--- src/rtl/hpcm_pkg.sv ---
`timescale 1ns / 1ps
package hpcm_pkg;
    localparam int WINDOW_DEF = 10;
    localparam int CFG_IDX_W = 3;
    localparam int CFG_DATA_W = 16;

    localparam logic [CFG_IDX_W-1:0] REG_KP = 3'd0;
    localparam logic [CFG_IDX_W-1:0] REG_KI = 3'd1;
    localparam logic [CFG_IDX_W-1:0] REG_KD = 3'd2;
    localparam logic [CFG_IDX_W-1:0] REG_VMAX = 3'd3;
    localparam logic [CFG_IDX_W-1:0] REG_THR = 3'd4;

    localparam logic KIND_HEADING = 1'b0;
    localparam logic KIND_CMD = 1'b1;
    localparam logic REQ_YAW = 1'b0;

    localparam int CW = 34;   // CORDIC x/y datapath
    localparam int ZW = 21;   // CORDIC angle, Q16
    localparam int SUM_W = 20;
    localparam int ACC_W = 52;
    localparam int STEPS = 16;

    localparam logic signed [17:0] PI_Q13 = 18'sd25736;
    localparam logic signed [17:0] TWO_PI_Q13 = 18'sd51472;
    localparam logic signed [ZW-1:0] PI_Q16 = 21'sd205887;
    localparam logic signed [ZW-1:0] HALF_PI_Q16 = 21'sd102944;
    localparam logic signed [CW-1:0] GAIN_Q29 = 34'sd326016435;
    localparam logic signed [15:0] UNIT_Q14 = 16'sd16384;

    function automatic logic signed [ZW-1:0] atan_q16(input logic [3:0] i);
        logic signed [ZW-1:0] v;
        unique case (i)
            4'd0: v = 21'sd51472;
            4'd1: v = 21'sd30386;
            4'd2: v = 21'sd16055;
            4'd3: v = 21'sd8150;
            4'd4: v = 21'sd4091;
            4'd5: v = 21'sd2047;
            4'd6: v = 21'sd1024;
            4'd7: v = 21'sd512;
            4'd8: v = 21'sd256;
            4'd9: v = 21'sd128;
            4'd10: v = 21'sd64;
            4'd11: v = 21'sd32;
            4'd12: v = 21'sd16;
            4'd13: v = 21'sd8;
            4'd14: v = 21'sd4;
            default: v = 21'sd2;
        endcase
        return v;
    endfunction

    // Bring a difference of angles into (-pi, pi]; one correction suffices.
    function automatic logic signed [15:0] wrap_q13(input logic signed [17:0] a);
        logic signed [17:0] r;
        if (a > PI_Q13) r = a - TWO_PI_Q13;
        else if (a <= -PI_Q13) r = a + TWO_PI_Q13;
        else r = a;
        return r[15:0];
    endfunction

    // Round half up by 15 bits and clamp to +-1.0 in Q1.14.
    function automatic logic signed [15:0] round_unit(input logic signed [CW-1:0] v);
        logic signed [CW-1:0] t;
        logic signed [15:0] r;
        t = (v + CW'(16384)) >>> 15;
        if (t > CW'(UNIT_Q14)) r = UNIT_Q14;
        else if (t < -CW'(UNIT_Q14)) r = -UNIT_Q14;
        else r = t[15:0];
        return r;
    endfunction
endpackage

--- src/rtl/hpcm_in_if.sv ---
`timescale 1ns / 1ps
interface hpcm_in_if;
    logic valid;
    logic ready;
    logic req_type;
    logic signed [15:0] angle_value;
    modport source (output valid, req_type, angle_value, input ready);
    modport sink (input valid, req_type, angle_value, output ready);
endinterface

--- src/rtl/hpcm_out_if.sv ---
`timescale 1ns / 1ps
interface hpcm_out_if;
    logic valid;
    logic ready;
    logic result_kind;
    logic signed [15:0] result_value;
    logic last;
    modport source (output valid, result_kind, result_value, last, input ready);
    modport sink (input valid, result_kind, result_value, last, output ready);
endinterface

--- src/rtl/heading_pid_with_circular_mean_unit.sv ---
`timescale 1ns / 1ps
// A target word either gives its stop word or arms control and is ready again.
// A yaw word gives its heading report after 16 rotation and 16 vectoring steps
// on the one shared CORDIC unit; vectoring is skipped when both sums are zero.
// With control active, the PID steps on the one shared multiplier (error,
// products, accumulate, velocity limit) come first, then command and report.
// Throughput: one word at a time, ready only while idle; a held output word
// stalls the sequencer. Reset (sync, active low) clears control, sums,
// counters and the gains to defaults; the sample ring keeps stale data.
module heading_pid_with_circular_mean_unit
    import hpcm_pkg::*;
#(
    parameter int WINDOW = WINDOW_DEF
) (
    input  logic                  i_clk,
    input  logic                  i_rst_n,
    input  logic                  i_cfg_we,
    input  logic [CFG_IDX_W-1:0]  i_cfg_idx,
    input  logic [CFG_DATA_W-1:0] i_cfg_data,
    hpcm_in_if.sink               i_in,
    hpcm_out_if.source            o_out
);
    localparam int SLOT_W = (WINDOW > 1) ? $clog2(WINDOW) : 1;
    localparam int FILL_W = $clog2(WINDOW + 1);
    localparam logic [SLOT_W-1:0] SLOT_LAST = SLOT_W'(WINDOW - 1);
    localparam logic [FILL_W-1:0] FILL_FULL = FILL_W'(WINDOW);

    typedef enum logic [14:0] {
        S_IDLE   = 15'b000000000000001,
        S_TGT    = 15'b000000000000010,
        S_FOLD   = 15'b000000000000100,
        S_ROT    = 15'b000000000001000,
        S_RING   = 15'b000000000010000,
        S_VLOAD  = 15'b000000000100000,
        S_VEC    = 15'b000000001000000,
        S_HEAD   = 15'b000000010000000,
        S_ERR    = 15'b000000100000000,
        S_MUL    = 15'b000001000000000,
        S_MADD   = 15'b000010000000000,
        S_VEL    = 15'b000100000000000,
        S_E_CMD  = 15'b001000000000000,
        S_E_ZERO = 15'b010000000000000,
        S_E_HEAD = 15'b100000000000000
    } t_state;

    // Configuration
    logic [15:0] r_kp, r_ki, r_kd;
    logic [14:0] r_vmax, r_thr;

    // Control and datapath state
    t_state r_state;
    logic r_tzero;                  // target answered by a single stop word
    logic signed [15:0] r_ang;
    logic [3:0] r_cnt;
    logic signed [CW-1:0] r_x, r_y;
    logic signed [ZW-1:0] r_z;
    logic r_flip;
    logic signed [15:0] r_sin_ring [WINDOW];
    logic signed [15:0] r_cos_ring [WINDOW];
    logic signed [SUM_W-1:0] r_ssum, r_csum;
    logic [FILL_W-1:0] r_fill;
    logic [SLOT_W-1:0] r_slot;
    logic r_active;
    logic signed [15:0] r_target, r_heading, r_prior, r_err, r_vel;
    logic signed [31:0] r_integ;
    logic signed [ACC_W-1:0] r_acc, r_prod;

    // Output register
    logic r_ovalid, r_okind, r_olast;
    logic signed [15:0] r_oval;

    logic out_free;
    logic out_load;
    assign out_free = !r_ovalid || o_out.ready;
    // Load the output register from one of the emit states.
    assign out_load = out_free && (r_state == S_E_CMD || r_state == S_E_ZERO ||
                                   r_state == S_E_HEAD);

    assign i_in.ready = (r_state == S_IDLE);
    assign o_out.valid = r_ovalid;
    assign o_out.result_kind = r_okind;
    assign o_out.result_value = r_oval;
    assign o_out.last = r_olast;

    // Shared CORDIC step: rotation drives z to 0, vectoring drives y to 0.
    logic signed [CW-1:0] sx, sy;
    logic signed [ZW-1:0] at;
    logic rot_pos, vec_pos;
    assign sx = r_x >>> r_cnt;
    assign sy = r_y >>> r_cnt;
    assign at = atan_q16(r_cnt);
    assign rot_pos = !r_z[ZW-1];
    assign vec_pos = !r_y[CW-1] && (r_y != '0);

    // Fold the wrapped yaw angle into [-pi/2, pi/2] at Q16.
    logic signed [15:0] w_ang;
    logic signed [ZW-1:0] z0;
    assign w_ang = wrap_q13(18'(r_ang));
    assign z0 = ZW'(w_ang) <<< 3;

    // Ring update.
    logic signed [15:0] s_new, c_new;
    logic full;
    assign s_new = round_unit(r_flip ? -r_y : r_y);
    assign c_new = round_unit(r_flip ? -r_x : r_x);
    assign full = (r_fill >= FILL_FULL);

    // Heading rounding.
    logic signed [ZW-1:0] z_rnd;
    assign z_rnd = (r_z + ZW'(4)) >>> 3;

    // Errors against target.
    logic signed [15:0] tgt_w, tgt_err, pid_err;
    assign tgt_w = wrap_q13(18'(r_ang));
    assign tgt_err = wrap_q13(18'(tgt_w) - 18'(r_heading));
    assign pid_err = wrap_q13(18'(r_target) - 18'(r_heading));

    function automatic logic below_thr(input logic signed [15:0] e,
                                       input logic [14:0] thr);
        logic [15:0] m;
        m = e[15] ? 16'(-e) : 16'(e);
        return m < {1'b0, thr};
    endfunction

    logic signed [32:0] integ_sum;
    assign integ_sum = 33'(r_integ) + 33'(pid_err);

    // Shared multiplier: gain times err, integral, then err difference.
    logic signed [16:0] m_gain;
    logic signed [32:0] m_opnd;
    logic signed [49:0] m_prod;
    always_comb begin
        unique case (r_cnt[1:0])
            2'd0: begin
                m_gain = 17'({1'b0, r_kp});
                m_opnd = 33'(r_err);
            end
            2'd1: begin
                m_gain = 17'({1'b0, r_ki});
                m_opnd = 33'(r_integ);
            end
            default: begin
                m_gain = 17'({1'b0, r_kd});
                m_opnd = 33'(r_err) - 33'(r_prior);
            end
        endcase
    end
    assign m_prod = m_gain * m_opnd;

    logic signed [ACC_W-1:0] vel_raw;
    logic signed [ACC_W-1:0] vlim;
    assign vel_raw = (r_acc + ACC_W'(2048)) >>> 12;
    assign vlim = ACC_W'({1'b0, r_vmax});

    // Configuration writes.
    always_ff @(posedge i_clk) begin
        if (!i_rst_n) begin
            r_kp <= 16'd2048;
            r_ki <= 16'd41;
            r_kd <= 16'd410;
            r_vmax <= 15'd819;
            r_thr <= 15'd410;
        end else if (i_cfg_we) begin
            unique case (i_cfg_idx)
                REG_KP: r_kp <= i_cfg_data;
                REG_KI: r_ki <= i_cfg_data;
                REG_KD: r_kd <= i_cfg_data;
                REG_VMAX: r_vmax <= i_cfg_data[14:0];
                REG_THR: r_thr <= i_cfg_data[14:0];
                default: ;
            endcase
        end
    end

    // Ring storage: written once per yaw word, no reset.
    always_ff @(posedge i_clk) begin
        if (r_state == S_RING) begin
            r_sin_ring[r_slot] <= s_new;
            r_cos_ring[r_slot] <= c_new;
        end
    end

    // Payload registers without reset.
    always_ff @(posedge i_clk) begin
        if (r_state == S_IDLE && i_in.valid) begin
            r_ang <= i_in.angle_value;
        end
        unique case (r_state)
            S_FOLD: begin
                r_x <= GAIN_Q29;
                r_y <= '0;
                if (z0 > HALF_PI_Q16) begin
                    r_z <= z0 - PI_Q16;
                    r_flip <= 1'b1;
                end else if (z0 < -HALF_PI_Q16) begin
                    r_z <= z0 + PI_Q16;
                    r_flip <= 1'b1;
                end else begin
                    r_z <= z0;
                    r_flip <= 1'b0;
                end
            end
            S_ROT: begin
                if (rot_pos) begin
                    r_x <= r_x - sy;
                    r_y <= r_y + sx;
                    r_z <= r_z - at;
                end else begin
                    r_x <= r_x + sy;
                    r_y <= r_y - sx;
                    r_z <= r_z + at;
                end
            end
            S_VLOAD: begin
                // Left half plane: negate the vector and start from +-pi.
                if (r_csum < 0) begin
                    r_x <= -(CW'(r_csum) <<< 10);
                    r_y <= -(CW'(r_ssum) <<< 10);
                    r_z <= (r_ssum >= 0) ? PI_Q16 : -PI_Q16;
                end else begin
                    r_x <= CW'(r_csum) <<< 10;
                    r_y <= CW'(r_ssum) <<< 10;
                    r_z <= '0;
                end
            end
            S_VEC: begin
                if (vec_pos) begin
                    r_x <= r_x + sy;
                    r_y <= r_y - sx;
                    r_z <= r_z + at;
                end else begin
                    r_x <= r_x - sy;
                    r_y <= r_y + sx;
                    r_z <= r_z - at;
                end
            end
            S_ERR: begin
                r_err <= pid_err;
                r_acc <= '0;
            end
            S_MUL: begin
                r_prod <= ACC_W'(m_prod);
                if (r_cnt != 4'd0) r_acc <= r_acc + r_prod;
            end
            S_MADD: r_acc <= r_acc + r_prod;
            S_VEL: begin
                if (vel_raw > vlim) r_vel <= vlim[15:0];
                else if (vel_raw < -vlim) r_vel <= 16'(-vlim);
                else r_vel <= vel_raw[15:0];
            end
            default: ;
        endcase
    end

    // Control state.
    always_ff @(posedge i_clk) begin
        if (!i_rst_n) begin
            r_state <= S_IDLE;
            r_tzero <= 1'b0;
            r_cnt <= '0;
            r_ssum <= '0;
            r_csum <= '0;
            r_fill <= '0;
            r_slot <= '0;
            r_active <= 1'b0;
            r_target <= '0;
            r_heading <= '0;
            r_prior <= '0;
            r_integ <= '0;
            r_ovalid <= 1'b0;
            r_okind <= KIND_HEADING;
            r_oval <= '0;
            r_olast <= 1'b0;
        end else begin
            // Hold the output word until taken; load a new one when free.
            if (out_load) r_ovalid <= 1'b1;
            else if (o_out.ready) r_ovalid <= 1'b0;
            unique case (r_state)
                S_IDLE: begin
                    if (i_in.valid)
                        r_state <= (i_in.req_type == REQ_YAW) ? S_FOLD : S_TGT;
                end
                S_TGT: begin
                    r_target <= tgt_w;
                    if (below_thr(tgt_err, r_thr)) begin
                        r_tzero <= 1'b1;
                        r_state <= S_E_ZERO;
                    end else begin
                        r_active <= 1'b1;
                        r_integ <= '0;
                        r_state <= S_IDLE;
                    end
                end
                S_FOLD: begin
                    r_cnt <= '0;
                    r_state <= S_ROT;
                end
                S_ROT: begin
                    r_cnt <= r_cnt + 4'd1;
                    if (r_cnt == 4'(STEPS - 1)) r_state <= S_RING;
                end
                S_RING: begin
                    // Drop the oldest entry once the window is full.
                    r_ssum <= r_ssum + SUM_W'(s_new)
                              - (full ? SUM_W'(r_sin_ring[r_slot]) : SUM_W'(0));
                    r_csum <= r_csum + SUM_W'(c_new)
                              - (full ? SUM_W'(r_cos_ring[r_slot]) : SUM_W'(0));
                    if (!full) r_fill <= r_fill + FILL_W'(1);
                    r_slot <= (r_slot == SLOT_LAST) ? '0 : r_slot + SLOT_W'(1);
                    r_state <= S_VLOAD;
                end
                S_VLOAD: begin
                    r_cnt <= '0;
                    if (r_ssum == '0 && r_csum == '0) begin
                        r_heading <= '0;
                        r_state <= r_active ? S_ERR : S_E_HEAD;
                    end else begin
                        r_state <= S_VEC;
                    end
                end
                S_VEC: begin
                    r_cnt <= r_cnt + 4'd1;
                    if (r_cnt == 4'(STEPS - 1)) r_state <= S_HEAD;
                end
                S_HEAD: begin
                    if (z_rnd > ZW'(PI_Q13)) r_heading <= PI_Q13[15:0];
                    else if (z_rnd < -ZW'(PI_Q13)) r_heading <= 16'(-PI_Q13);
                    else r_heading <= z_rnd[15:0];
                    r_state <= r_active ? S_ERR : S_E_HEAD;
                end
                S_ERR: begin
                    // Saturate the integral at the 32-bit limits.
                    if (integ_sum > 33'sh0_7FFF_FFFF) r_integ <= 32'sh7FFF_FFFF;
                    else if (integ_sum < -33'sh0_8000_0000) r_integ <= 32'sh8000_0000;
                    else r_integ <= integ_sum[31:0];
                    r_cnt <= '0;
                    r_state <= S_MUL;
                end
                S_MUL: begin
                    r_cnt <= r_cnt + 4'd1;
                    if (r_cnt == 4'd2) r_state <= S_MADD;
                end
                S_MADD: r_state <= S_VEL;
                S_VEL: begin
                    r_prior <= r_err;
                    r_state <= S_E_CMD;
                end
                S_E_CMD: begin
                    if (out_free) begin
                        r_okind <= KIND_CMD;
                        r_oval <= r_vel;
                        r_olast <= 1'b0;
                        r_state <= below_thr(r_err, r_thr) ? S_E_ZERO : S_E_HEAD;
                    end
                end
                S_E_ZERO: begin
                    if (out_free) begin
                        r_okind <= KIND_CMD;
                        r_oval <= '0;
                        r_olast <= r_tzero;
                        r_tzero <= 1'b0;
                        if (!r_tzero) begin
                            r_active <= 1'b0;
                            r_integ <= '0;
                        end
                        r_state <= r_tzero ? S_IDLE : S_E_HEAD;
                    end
                end
                S_E_HEAD: begin
                    if (out_free) begin
                        r_okind <= KIND_HEADING;
                        r_oval <= r_heading;
                        r_olast <= 1'b1;
                        r_state <= S_IDLE;
                    end
                end
                default: r_state <= S_IDLE;
            endcase
        end
    end
endmodule

--- src/flat_wrapper.sv ---
// flat-port wrapper written by rule: the top's interface ports become plain ports
module heading_pid_with_circular_mean_unit_flat import hpcm_pkg::*;
#(
    parameter int WINDOW = WINDOW_DEF
)
  (i_clk, i_rst_n, i_cfg_we, i_cfg_idx, i_cfg_data, i_in_valid, i_in_req_type, i_in_angle_value, i_in_ready, o_out_valid, o_out_result_kind, o_out_result_value, o_out_last, o_out_ready);
  hpcm_in_if i_in_i ();
  hpcm_out_if o_out_i ();
  input  logic i_clk;
  input  logic i_rst_n;
  input  logic i_cfg_we;
  input  logic [CFG_IDX_W-1:0] i_cfg_idx;
  input  logic [CFG_DATA_W-1:0] i_cfg_data;
  input wire logic [$bits(i_in_i.valid)-1:0] i_in_valid;
  input wire logic [$bits(i_in_i.req_type)-1:0] i_in_req_type;
  input wire logic [$bits(i_in_i.angle_value)-1:0] i_in_angle_value;
  output wire logic [$bits(i_in_i.ready)-1:0] i_in_ready;
  output wire logic [$bits(o_out_i.valid)-1:0] o_out_valid;
  output wire logic [$bits(o_out_i.result_kind)-1:0] o_out_result_kind;
  output wire logic [$bits(o_out_i.result_value)-1:0] o_out_result_value;
  output wire logic [$bits(o_out_i.last)-1:0] o_out_last;
  input wire logic [$bits(o_out_i.ready)-1:0] o_out_ready;
  assign i_in_i.valid = i_in_valid;
  assign i_in_i.req_type = i_in_req_type;
  assign i_in_i.angle_value = i_in_angle_value;
  assign i_in_ready = i_in_i.ready;
  assign o_out_valid = o_out_i.valid;
  assign o_out_result_kind = o_out_i.result_kind;
  assign o_out_result_value = o_out_i.result_value;
  assign o_out_last = o_out_i.last;
  assign o_out_i.ready = o_out_ready;
  heading_pid_with_circular_mean_unit #(.WINDOW(WINDOW)) u_core (.i_clk(i_clk), .i_rst_n(i_rst_n), .i_cfg_we(i_cfg_we), .i_cfg_idx(i_cfg_idx), .i_cfg_data(i_cfg_data), .i_in(i_in_i), .o_out(o_out_i));
endmodule
--- config.mk ---
export PLATFORM = sky130hd
export DESIGN_NAME = heading_pid_with_circular_mean_unit_flat
export DESIGN_NICKNAME = d
export VERILOG_FILES = /design/src/rtl/hpcm_pkg.sv /design/src/rtl/hpcm_in_if.sv /design/src/rtl/hpcm_out_if.sv /design/src/rtl/heading_pid_with_circular_mean_unit.sv /design/src/flat_wrapper.sv
export SDC_FILE = /design/constraint.sdc
export NUM_CORES = 2
export LEC_CHECK = 0
export ABC_AREA = 1
export BUFFER_PORTS_ARGS = -buffer_cell sky130_fd_sc_hd__buf_2
export CAP_MARGIN = 30
export CORE_ASPECT_RATIO = 1.2
export CORE_MARGIN = 8
export CORE_UTILIZATION = 45
export CTS_BUF_LIST = sky130_fd_sc_hd__clkbuf_4
export CTS_CLUSTER_SIZE = 10
export DETAILED_ROUTE_END_ITERATION = 16
export GPL_TIMING_DRIVEN = 0
export PLACE_DENSITY = 0.63
export SYNTH_ARGS = -nofsm -noshare
export SYNTH_HDL_FRONTEND = slang
export SYNTH_SLANG_ARGS = --single-unit
--- constraint.sdc ---
create_clock -name i_clk -period 14.85 [get_ports i_clk]
set_input_delay 1.485 -clock i_clk [delete_from_list [all_inputs] [get_ports i_clk]]
set_output_delay 1.485 -clock i_clk [all_outputs]
set_load 0.05 [all_outputs]
==> flow_metrics.env <==
export IMPL_status="finished clean"
export IMPL_synth_simple_area_share=0.2122
export IMPL_whs_ps=338.3
export IMPL_use_met2=0.5056
export IMPL_grt_use_met1=0.3569
export IMPL_layout_min_cycle_time_ps=11750
export IMPL_r2r_end="u_core.r_prod[40]"
export IMPL_critPathSlowestCell="dfxtp_1"
export IMPL_endpoint_kind="flip-flop"
export IMPL_path_clk_slew_ps=80
export IMPL_fill_cells=18699
export IMPL_synth_ff_type="edfxtp_1"
export IMPL_setup_tns_ps=0
export IMPL_ys_warnings_count=0
export IMPL_drt_iter0_markers=6423
export IMPL_cts_tree="done"
export IMPL_relSlewSlack=0.2503
export IMPL_die_w_um=410.1
export IMPL_die_area_mm2=0.2005
export IMPL_post_cts_buffers=0
export IMPL_met3_usage=0.03986
export IMPL_grt_first_pass_wirelength_mm=456.6
export IMPL_hpwl_mm=243.6
export IMPL_crit_path_start_kind="flip-flop"
export IMPL_portBuffers=60
export IMPL_synth_nets=12487
export IMPL_hold_path_class="input pin to flip-flop"
export IMPL_dr_pass1_iters=7
export IMPL_dp_cells=13885
export IMPL_drt_wl_total_mm=299.2
export IMPL_fin_area_mm2=0.09104
export IMPL_grt_ovfl_total=0
export IMPL_ir_worst_vdd_mv=0.07288
export IMPL_setup_slack_ps=3104
export IMPL_critPathArrivalTime_ps=12780
export IMPL_cts_sinks=826
export IMPL_synthAdderAreaFrac=0.2159
export IMPL_grt_pass1_vias=77884
export IMPL_syn_to_final_growth_pct=8.534
export IMPL_drive_gt1_frac=0.05974
export IMPL_root_buffer="clkbuf_4"
export IMPL_grt_start_max_net_pins=48
export IMPL_die_h_um=489.0
export IMPL_worst_r2r_setup_slack_ps=3100
export IMPL_drtAntennaViolNets=0
export IMPL_path_max_fanout=11
export IMPL_clock_fmax_mhz=85.13
export IMPL_gr_usage_all_layers=0.2918
export IMPL_synth_xor_area_frac=0.03996
export IMPL_placedInstanceArea_mm2=0.08801
export IMPL_hold_path_end="u_core.r_ang[11]"
export IMPL_nets=12826
export IMPL_finClkSkew_ps=133.3
export IMPL_hold_buffers=0
export IMPL_busiest_layer="met2"
export IMPL_setup_viol=0
export IMPL_whs_path_depth=1
export IMPL_rsz0062_at_grt="no"
export IMPL_ys_ff_latch=826
export IMPL_fin_cells=14314
export IMPL_synth_compound_area_frac=0.1480
export IMPL_fin_crit_sh=0.7910
export IMPL_rr_startpoint="u_core.r_cnt[1]"
export IMPL_numCtsBuffers=222
export IMPL_start_util=0.4527
export IMPL_power_mw=7.159
export IMPL_gp_congestion=1.009
export IMPL_worstSetupPathType="flip-flop to flip-flop"
export IMPL_vias_per_cell=5.504
export IMPL_critical_path_max_stage_delay_ps=660
export IMPL_antenna_found_initial=8
export IMPL_synth_mux_area_frac=0.01265
export IMPL_cts_resized_gates=0
export IMPL_seq_area_frac_synth=0.2640
export IMPL_leakage_nw=41.69
export IMPL_yosysUniqueCellTypes=74
export IMPL_slew_viol_final=0
export IMPL_synthArstFlopShare=0
export IMPL_wl_per_cell_um=20.90
export IMPL_dp_slack_ps=3348
export IMPL_synth_enable_flop_cells=560
export IMPL_final_core_util=0.4913
export IMPL_synth_top_family_by_area="adder cells"
export IMPL_h_tree_depth=4
export IMPL_hold_viol_final=0
export IMPL_max_cap_viol_count=0
export IMPL_powerDensity_mw_per_mm2=78.64
export IMPL_avgSynthCellArea_um2=7.407
export IMPL_clkLatencyLatePin_ps=1360
export IMPL_netlist_area_mm2=0.08388
export IMPL_cts_buffer_depth=3
export IMPL_min_from="i_in_angle_value[11]"
export IMPL_required_ps=15880
export IMPL_tightest_slew_ps=1125
export IMPL_r2r_cells=37
export IMPL_coreArea_mm2=0.1853
export IMPL_io_pins=61
export IMPL_num_vias=78786
export IMPL_drc=0
export IMPL_rows=173
export IMPL_syn_inst=11324
==> worst max-delay path by stage <==
stage               startpoint           endpoint  slack, ps  cells after the start
2_1_floorplan  u_core.r_err[0]  u_core.r_prod[48]       6670                     36
3_3_place_gp   u_core.r_cnt[1]  u_core.r_prod[40]       3230                     36
3_5_place_dp   u_core.r_cnt[1]  u_core.r_prod[40]       3350                     37
4_1_cts        u_core.r_cnt[1]  u_core.r_prod[40]       3210                     37
5_1_grt        u_core.r_cnt[1]  u_core.r_prod[40]       2620                     37
6_report       u_core.r_cnt[1]  u_core.r_prod[40]       3100                     37
==> area by class of cell <==
| class | instances | area, µm² | share of cell area |
|---|---|---|---|
| inverter | 1987 | 7458 | 0.08193 |
| buffer | 390 | 1554 | 0.01707 |
| clock buffer | 329 | 2470 | 0.02713 |
| timing repair buffer | 115 | 1013 | 0.01113 |
| sequential | 826 | 22140 | 0.2432 |
| clock inverter | 84 | 493.0 | 0.005415 |
| tap | 2450 | 3065 | 0.03367 |
| antenna | 12 | 30.03 | 0.0003298 |
| multi-input combinational | 8121 | 52810 | 0.5801 |
==> worst max-delay path, delay by kind of cell (launching register included) <==
family	cells	cell delay [ps]
flip-flops	1	660
AO/OA/AOI/OAI	5	1360
buffers and inverters	12	3520
AND/OR/NAND/NOR	11	1600
XOR/XNOR	1	290
adder cells (fa/ha/maj)	8	3980
==> power by group <==
part	internal, mW	switching [mW]	leakage (nW)
registers	2.51	0.0238	7.20
logic	0.797	1.67	32.7
clock network	1.08	1.08	1.75
==> layer usage <==
metal  up-vias  wire (µm)
li1      37608          -
met4         0      16610
met1     37638     121000
met2      2803     144000
met5         -          0
met3       737      17660
==> cell usage in the layout, fill, tap and decap left out, types with 266 or more instances in the layout <==
master       n
a21oi_1    966
clkbuf_1   323
clkbuf_4   329
dfxtp_1    266
edfxtp_1   560
fa_1       542
ha_1       580
inv_1     1937
nand2_1   2447
nand3_1    498
nor2_1     844
o21ai_0    842
xor2_1     284
==> Yosys cell counts (18+ instances only) <==
cell type | number | share of area
a21boi_0 | 32 | 0.0029
a21o_1 | 29 | 0.0026
a21oi_1 | 966 | 0.058
a31oi_1 | 53 | 0.0040
and2_1 | 21 | 0.0016
and3_1 | 22 | 0.0016
buf_1 | 31 | 0.0014
buf_2 | 24 | 0.0014
clkbuf_1 | 323 | 0.014
clkinv_1 | 18 | 0.00081
dfxtp_1 | 266 | 0.063
edfxtp_1 | 560 | 0.20
fa_1 | 542 | 0.13
ha_1 | 580 | 0.087
inv_1 | 1939 | 0.087
inv_2 | 30 | 0.0013
mux2i_1 | 106 | 0.013
nand2_1 | 2448 | 0.11
nand2_2 | 24 | 0.0018
nand3_1 | 498 | 0.030
nand4_1 | 100 | 0.0075
nor2_1 | 852 | 0.038
nor3_1 | 140 | 0.0084
nor4_1 | 37 | 0.0028
o211ai_1 | 108 | 0.0097
o21a_1 | 31 | 0.0028
o21ai_0 | 843 | 0.050
o21bai_1 | 19 | 0.0017
o221ai_1 | 23 | 0.0024
o22ai_1 | 24 | 0.0018
o31ai_1 | 20 | 0.0018
or2_2 | 58 | 0.0043
xnor2_1 | 77 | 0.0080
xor2_1 | 284 | 0.030
==> sequential cells by signal, indices dropped and copies added (netlist names), 20 cells and up, named ones only <==
| name | flops |
|---|---|
| u_core.r_prod | 50 |
| u_core.r_x | 34 |
| u_core.r_cos_ring | 160 |
| u_core.r_csum | 20 |
| u_core.r_sin_ring | 160 |
| u_core.r_z | 21 |
| u_core.r_integ | 32 |
| u_core.r_y | 34 |
| u_core.r_acc | 52 |
| u_core.r_ssum | 20 |
==> cell families (layout without fill, tap and decap cells) <==
| logic type | count (synthesis) | in the layout |
|---|---|---|
| AO/OA/AOI/OAI | 2255 | 2255 |
| AND/OR/NAND/NOR | 4266 | 4266 |
| XOR/XNOR | 372 | 372 |
| multiplexers | 106 | 106 |
| adder cells (fa/ha/maj) | 1122 | 1122 |
| buffers and inverters | 2377 | 2905 |
| other | 0 | 12 |
| flip-flops | 826 | 826 |
No activity file was read; power rests on OpenSTA's default activity.
